`src/sv/tbc_pkg.sv`:
```
// Package for the 128-bit tweakable block cipher unit.
// Holds round functions, the round constant table and controller types.
// No dependencies.
package tbc_pkg;

   localparam int MaxRounds = 36;
   localparam int RoundBits = 6;

   localparam logic [1:0] RegKeyHigh = 2'd0;
   localparam logic [1:0] RegKeyLow = 2'd1;
   localparam logic [1:0] RegTweakHigh = 2'd2;
   localparam logic [1:0] RegTweakLow = 2'd3;

   typedef enum logic [1:0] {
      ST_IDLE,
      ST_SCHED,
      ST_RUN,
      ST_DONE
   } state_type;

   typedef struct packed {
      logic load;
      logic sched_init;
      logic sched_step;
      logic run_step;
      logic dec;
      logic [RoundBits-1:0] round;
   } cmd_type;

   localparam logic [3:0] NibBox [16] = '{
      4'h0, 4'h9, 4'h3, 4'h2, 4'h6, 4'h5, 4'h4, 4'hb,
      4'hc, 4'h1, 4'ha, 4'hd, 4'h8, 4'he, 4'h7, 4'hf};
   localparam logic [3:0] NibBoxInv [16] = '{
      4'h0, 4'h9, 4'h3, 4'h2, 4'h6, 4'h5, 4'h4, 4'he,
      4'hc, 4'h1, 4'ha, 4'h7, 4'h8, 4'hb, 4'hd, 4'hf};
   localparam logic [31:0] RcTab [MaxRounds] = '{
      32'h7274258a, 32'h45c50f80, 32'h7dd02add, 32'hc4740faf,
      32'hd0cd8afa, 32'hc2dc85ca, 32'hf7d0c52c, 32'haacfc5cf,
      32'hf0c547cd, 32'h7a420c05, 32'hdd805dc8, 32'h5754ca72,
      32'h8c4c5802, 32'h5d7a450f, 32'h244fc047, 32'hf47d5a08,
      32'h8d80c5c4, 32'h24a77242, 32'h7fc0fff5, 32'h8d527254,
      32'h44aa8f4c, 32'h8088f4c8, 32'h8cfff808, 32'h02284cd4,
      32'h0a08c27c, 32'h020f88ff, 32'hc2a08fc0, 32'h4c78578f,
      32'hada4027c, 32'h4d82c72d, 32'ha70ddf2f, 32'hda0f8845,
      32'h4f4507d7, 32'h50dc2754, 32'h2780d5fc, 32'ha4a05a4c};

   function automatic logic [7:0] get_byte(input logic [127:0] s, input int i);
      get_byte = s[127-8*i -: 8];
   endfunction

   function automatic logic [127:0] mix_cols(input logic [127:0] s);
      logic [127:0] o;
      logic [7:0] a, b, x, d, t;
      o = '0;
      for (int c = 0; c < 4; c++) begin
         a = get_byte(s, c);
         b = get_byte(s, 4 + c);
         x = get_byte(s, 8 + c);
         d = get_byte(s, 12 + c);
         t = a ^ b ^ x ^ d;
         o[127-8*c -: 8] = t ^ a;
         o[127-8*(4+c) -: 8] = t ^ x;
         o[127-8*(8+c) -: 8] = t ^ b;
         o[127-8*(12+c) -: 8] = t ^ d;
      end
      mix_cols = o;
   endfunction

   function automatic logic [127:0] sub_fwd(input logic [127:0] s);
      logic [127:0] o;
      logic [3:0] lo, hi;
      o = '0;
      for (int i = 0; i < 16; i++) begin
         lo = NibBox[s[127-8*i-4 -: 4]];
         hi = NibBox[s[127-8*i -: 4]];
         for (int k = 0; k < 4; k++) begin
            o[127-8*i-7+2*k+1] = hi[k];
            o[127-8*i-7+2*k] = lo[k];
         end
      end
      sub_fwd = o;
   endfunction

   function automatic logic [127:0] sub_inv(input logic [127:0] s);
      logic [127:0] o;
      logic [3:0] lo, hi;
      o = '0;
      for (int i = 0; i < 16; i++) begin
         for (int k = 0; k < 4; k++) begin
            hi[k] = s[127-8*i-7+2*k+1];
            lo[k] = s[127-8*i-7+2*k];
         end
         o[127-8*i -: 4] = NibBoxInv[hi];
         o[127-8*i-4 -: 4] = NibBoxInv[lo];
      end
      sub_inv = o;
   endfunction

   function automatic logic [127:0] shift_rows(input logic [127:0] s, input logic inv);
      logic [127:0] o;
      o = '0;
      for (int r = 0; r < 4; r++)
         for (int c = 0; c < 4; c++)
            o[127-8*(4*r+c) -: 8] =
               get_byte(s, 4*r + (inv ? ((c + 4 - r) & 3) : ((c + r) & 3)));
      shift_rows = o;
   endfunction

endpackage

```
`src/sv/tbc_ctrl.sv`:
```
// Controller for the cipher unit: schedule rebuild, round sequencing.
// Depends on tbc_pkg.
module tbc_ctrl import tbc_pkg::*; #(
   parameter int Rounds = MaxRounds
) (
   input  logic    clock,
   input  logic    reset,
   input  logic    start,
   input  logic    req_decrypt,
   input  logic    csr_write,
   output logic    busy,
   output logic    rsp_valid,
   output cmd_type cmd
);
   state_type state_ff, state_in;
   logic [RoundBits-1:0] round_ff, round_in;
   logic dec_ff, dec_in;
   logic sched_ok_ff, sched_ok_in;
   logic phase_ff, phase_in;

   localparam logic [RoundBits-1:0] Last = RoundBits'(Rounds - 1);

   always_ff @(posedge clock) begin
      if (reset) begin
         state_ff <= ST_IDLE;
         round_ff <= '0;
         dec_ff <= 1'b0;
         sched_ok_ff <= 1'b0;
         phase_ff <= 1'b0;
      end else begin
         state_ff <= state_in;
         round_ff <= round_in;
         dec_ff <= dec_in;
         sched_ok_ff <= sched_ok_in;
         phase_ff <= phase_in;
      end
   end

   // each round step reads the schedule memory, then uses the read data
   always_comb begin
      state_in = state_ff;
      round_in = round_ff;
      dec_in = dec_ff;
      phase_in = 1'b0;
      sched_ok_in = sched_ok_ff;
      cmd = '0;
      cmd.dec = dec_ff;
      cmd.round = round_ff;
      rsp_valid = 1'b0;
      if (csr_write) sched_ok_in = 1'b0;
      unique case (state_ff)
         ST_IDLE: begin
            if (start) begin
               cmd.load = 1'b1;
               dec_in = req_decrypt;
               if (!sched_ok_ff) begin
                  state_in = ST_SCHED;
                  round_in = '0;
                  cmd.sched_init = 1'b1;
               end else begin
                  state_in = ST_RUN;
                  round_in = req_decrypt ? Last : '0;
               end
            end
         end
         ST_SCHED: begin
            cmd.sched_step = 1'b1;
            if (round_ff == Last) begin
               sched_ok_in = 1'b1;
               state_in = ST_RUN;
               round_in = dec_ff ? Last : '0;
            end else begin
               round_in = round_ff + 1'b1;
            end
         end
         ST_RUN: begin
            phase_in = ~phase_ff;
            if (phase_ff) begin
               cmd.run_step = 1'b1;
               if ((dec_ff && round_ff == '0) || (!dec_ff && round_ff == Last))
                  state_in = ST_DONE;
               else
                  round_in = dec_ff ? round_ff - 1'b1 : round_ff + 1'b1;
            end
         end
         ST_DONE: begin
            rsp_valid = 1'b1;
            state_in = ST_IDLE;
         end
         default: state_in = ST_IDLE;
      endcase
      busy = (state_ff != ST_IDLE);
   end

   assert property (@(posedge clock) disable iff (reset)
      rsp_valid |=> !rsp_valid) else $error("double response");
   assert property (@(posedge clock) disable iff (reset)
      cmd.run_step |-> sched_ok_ff) else $error("round before schedule");
   assert property (@(posedge clock) disable iff (reset)
      (state_ff == ST_SCHED) |-> round_ff <= Last) else $error("round overrun");
   assert property (@(posedge clock) disable iff (reset)
      $rose(busy) |-> $past(start)) else $error("busy without request");
endmodule

```
`config.mk`:
```
export PLATFORM = sky130hd
export DESIGN_NAME = tbc_ctrl
export DESIGN_NICKNAME = d
export VERILOG_FILES = /design/src/sv/tbc_pkg.sv /design/src/sv/tbc_ctrl.sv
export SDC_FILE = /design/constraint.sdc
export NUM_CORES = 1
export LEC_CHECK = 0
export ABC_AREA = 1
export BUFFER_PORTS_ARGS = -buffer_cell sky130_fd_sc_hd__buf_2
export CAP_MARGIN = 25
export CORE_AREA = 2 2 57 59
export DETAILED_ROUTE_END_ITERATION = 8
export DIE_AREA = 0 0 59 61
export GPL_TIMING_DRIVEN = 0
export PLACE_DENSITY = 0.57
export RECOVER_POWER = 25
export SYNTH_ARGS = -nofsm -noshare
export SYNTH_HDL_FRONTEND = slang
export SYNTH_SLANG_ARGS = --single-unit
```
`constraint.sdc`:
```
create_clock -name clock -period 2.23 [get_ports clock]
set_clock_uncertainty 0.1 [all_clocks]
set_input_delay 0.3345 -clock clock [delete_from_list [all_inputs] [get_ports clock]]
set_output_delay 0.3345 -clock clock [all_outputs]
set_load 0.03 [all_outputs]
```
==> impl_metrics.sql <==
INSERT INTO impl_metrics (metric_group, metric, value, unit) VALUES
('run_status', 'run_status', 'completed', ''),
('clock_network', 'cts.sinks', '11', ''),
('power_and_ir_drop', 'internal_dissipation', '0.000509', 'W'),
('detailed_routing', 'drt-total-wl', '2.41', 'mm'),
('placement', 'place_hpwl', '1.90', 'mm'),
('power_and_ir_drop', 'p_sw', '0.000549', 'W'),
('placement', 'gp_congestion', '0.852', ''),
('die', 'placeableCoreArea', '2950', 'um^2'),
('detailed_routing', 'wl_met3', '77', 'um'),
('clock_network', 'clk-insertion-delay-late', '280', 'ps'),
('detailed_routing', 'topRoutingLayerUsed', 'met4', ''),
('detailed_routing', 'num_vias', '1007', ''),
('logic_synthesis', 'post_synth_and_or_nand_nor_area_fraction', '0.409', ''),
('detailed_routing', 'detail_route.vias_per_cell', '4.96', ''),
('power_and_ir_drop', 'share_clk_of_total_power', '0.134', ''),
('logic_synthesis', 'yosys.area_share.adder', '0.0887', ''),
('worst_setup_path', 'criticalPathCategory', 'flip-flop to flip-flop', ''),
('timing', 'final_hold_viol_count', '0', ''),
('layout', 'footprint_of_the_multi_input_gates', '666', 'um^2'),
('layout', 'final_core_util', '0.383', ''),
('power_and_ir_drop', 'seq_power_share', '0.247', ''),
('detailed_routing', 'wirelength_met1', '1.14', 'mm'),
('timing', 'setup-violations-final', '0', ''),
('layout', 'syn2layout_area_growth', '14.6', '%'),
('global_route', 'number_of_antenna_violations_at_the_first_check_in_global_routing', '0', ''),
('logic_synthesis', 'syn_area', '987', 'um^2'),
('die', 'number_of_placement_rows', '20', ''),
('detailed_routing', 'detail-route-antenna-nets', '0', ''),
('logic_synthesis', 'syn_nets', '162', ''),
('die', 'initial_core_util', '0.334', ''),
('logic_synthesis', 'synth_area_per_cell', '6.58', 'um^2'),
('timing', 'postLayoutSetupSlackWorst', '303', 'ps'),
('power_and_ir_drop', 'power-per-cell-area', '935', 'nW/um^2'),
('logic_synthesis', 'muxShareOfSynthArea', '0', ''),
('layout', 'nets', '183', ''),
('die', 'die_area', '3600', 'um^2'),
('global_route', 'grt_first_pass_wirelength', '3.97', 'mm'),
('layout', 'num_antenna_cells', '0', ''),
('worst_setup_path', 'critical_path_peak_fanout', '7', ''),
('die', 'die_height', '61', 'um'),
('logic_synthesis', 'synth_sequential_area_ratio', '0.223', ''),
('clock_network', 'clock_slew_seen_by_the_registers_of_the_worst_setup_and_hold_paths', '80', 'ps'),
('run', 'drv_cap', '0', ''),
('layout', 'final_layout_size_suffix_gt1_frac', '0.194', ''),
('worst_setup_path', 'setup.worst_path.end_class', 'flip-flop', ''),
('timing', 'whs', '216', 'ps'),
('detailed_routing', 'drt-initial-drc-count', '34', ''),
('timing', 'slew_headroom', '0.675', ''),
('power_and_ir_drop', 'switching_share', '0.519', ''),
('clock_network', 'post_cts_buffers', '0', ''),
('detailed_routing', 'route.detailed.drc', '0', ''),
('worst_setup_path', 'critPathArrivalTime', '2040', 'ps'),
('global_route', 'grt_remaining_overflow', '0', ''),
('global_route', 'grt_util_all_layers', '0.147', ''),
('timing', 'timing_max_transition_violations_final', '0', ''),
('logic_synthesis', 'synth_xor_xnor_area_share', '0.0355', ''),
('logic_synthesis', 'syn_inst', '150', ''),
('logic_synthesis', 'synth_compound_gate_area_share', '0.141', ''),
('clock_network', 'tritoncts.num_buffers', '3', ''),
('global_route', 'pin_count_of_the_biggest_net_entering_global_routing', '10', ''),
('layout', 'fillerInstances', '349', ''),
('global_route', 'first_global_vias', '918', ''),
('timing', 'period_minus_slack', '1930', 'ps'),
('clock_network', 'postCtsHoldBufs', '0', ''),
('detailed_routing', 'detail_route.wl_per_cell', '11.9', 'um'),
('detailed_routing', 'drt_pre_antenna_iters', '4', ''),
('die', 'die_x', '59', 'um'),
('hold_path', 'worstHoldPathType', 'primary input to flip-flop', ''),
('timing', 'max_clock_freq', '0.519', 'GHz'),
('clock_network', 'post_cts.resized_instances', '0', ''),
('timing', 'share_of_the_clock_period_used_by_the_worst_path', '0.864', '');
-- layer usage --
metal	vias to the layer above	track usage
met1	459	0.192
met3	4	0.0128
met2	17	0.252
met4	0	0.0584
met5	-	0
li1	527	-
-- state kept, by name, summed over array words and instances, names as in the netlist --
name	flops
dec_ff	1
sched_ok_ff	1
phase_ff	1
round_ff	6
state_ff	2
-- worst max-delay path, cell delays in order (launching register included) --
cell and delay (ps):
sky130_fd_sc_hd__dfxtp_1 390, sky130_fd_sc_hd__inv_1 80, sky130_fd_sc_hd__ha_1 330, sky130_fd_sc_hd__inv_2 170, sky130_fd_sc_hd__o22ai_2 120, sky130_fd_sc_hd__nor2_4 150, sky130_fd_sc_hd__nand2_4 100, sky130_fd_sc_hd__nor2_2 160
sky130_fd_sc_hd__nand3_1 130, sky130_fd_sc_hd__a21oi_2 130
-- path summary, 6_finish.rpt --
| path | startpoint | to | slack, ps |
|---|---|---|---|
| hold reg to reg | phase_ff$_SDFF_PP0_ | phase_ff$_SDFF_PP0_ | 390 |
| setup / recovery | state_ff[0]$_SDFFE_PP0P_ | round_ff[0]$_SDFFE_PP0P_ | 300 |
| setup reg to reg | state_ff[0]$_SDFFE_PP0P_ | round_ff[0]$_SDFFE_PP0P_ | 300 |
| hold / removal | csr_write | sched_ok_ff$_SDFF_PP0_ | 220 |
-- cell type report --
class | count | share of cell area
clock buffer | 4 | 0.0232
multi-input combinational | 116 | 0.588
sequential | 11 | 0.195
timing repair buffer | 16 | 0.0675
buffer | 4 | 0.0265
inverter | 19 | 0.0631
tap | 33 | 0.0365
-- cell families after synthesis --
family                     Yosys count
AOI/OAI and AO/OA                   24
and+or+nand+nor                     81
adders and majority gates            7
DFF                                 11
xor gates and xnor gates             4
buffers and inverters               23
-- stage by stage --
| stage | std cells | power [W] | cell area [um^2] |
|---|---|---|---|
| floorplan | 150 | 0.000769 | 987 |
| global placement | 199 | 0.000908 | 1110 |
| detailed placement | 199 | 0.000918 | 1110 |
| CTS | 203 | 0.00107 | 1130 |
| global route | 203 | 0.00115 | 1130 |
| finish | 203 | 0.00106 | 1130 |
-- cells in the mapped netlist --
| cell | n | area, um^2 |
|---|---|---|
| sky130_fd_sc_hd__inv_1 | 18 | 67.6 |
| sky130_fd_sc_hd__nor2_2 | 1 | 6.26 |
| sky130_fd_sc_hd__xor2_1 | 3 | 26.3 |
| sky130_fd_sc_hd__nand3_4 | 2 | 35.0 |
| sky130_fd_sc_hd__ha_1 | 7 | 87.6 |
| sky130_fd_sc_hd__nand2_4 | 2 | 22.5 |
| sky130_fd_sc_hd__nand2_1 | 37 | 139 |
| sky130_fd_sc_hd__nand3_1 | 17 | 85.1 |
| sky130_fd_sc_hd__buf_6 | 1 | 11.3 |
| sky130_fd_sc_hd__or2_2 | 1 | 6.26 |
| sky130_fd_sc_hd__a21oi_2 | 2 | 17.5 |
| sky130_fd_sc_hd__buf_4 | 2 | 15.0 |
| sky130_fd_sc_hd__nor3_1 | 1 | 5.00 |
| sky130_fd_sc_hd__nand2_2 | 1 | 6.26 |
| sky130_fd_sc_hd__o2111ai_1 | 1 | 8.76 |
| sky130_fd_sc_hd__o22ai_2 | 1 | 12.5 |
| sky130_fd_sc_hd__nor2_1 | 14 | 52.6 |
| sky130_fd_sc_hd__nand4_1 | 2 | 12.5 |
| sky130_fd_sc_hd__nor2_4 | 3 | 33.8 |
| sky130_fd_sc_hd__xnor2_1 | 1 | 8.76 |
| sky130_fd_sc_hd__dfxtp_1 | 11 | 220 |
| sky130_fd_sc_hd__a21oi_1 | 11 | 55.1 |
| sky130_fd_sc_hd__inv_2 | 1 | 3.75 |
| sky130_fd_sc_hd__o21ai_0 | 9 | 45.0 |
| sky130_fd_sc_hd__clkbuf_1 | 1 | 3.75 |
-- power by group through the flow --
| stage | logic [W] | clock network, W | registers [W] |
|---|---|---|---|
| global placement | 0.000644 | 0 | 0.000264 |
| finish | 0.000654 | 0.000142 | 0.000261 |
| CTS | 0.000658 | 0.000146 | 0.000261 |
| detailed placement | 0.000652 | 0 | 0.000267 |
| floorplan | 0.000495 | 0 | 0.000274 |
| global route | 0.000728 | 0.000156 | 0.000268 |
-- cells in the final DEF, fill, tap and decap left out, types with 5 or more instances in the layout --
cell type,instances
sky130_fd_sc_hd__buf_2,13
sky130_fd_sc_hd__a21oi_1,11
sky130_fd_sc_hd__clkbuf_1,5
sky130_fd_sc_hd__nor2_1,14
sky130_fd_sc_hd__inv_1,18
sky130_fd_sc_hd__ha_1,7
sky130_fd_sc_hd__o21ai_0,9
sky130_fd_sc_hd__dfxtp_1,11
sky130_fd_sc_hd__nand3_1,17
sky130_fd_sc_hd__nand2_1,37
Power figures use the tool's default switching activity.
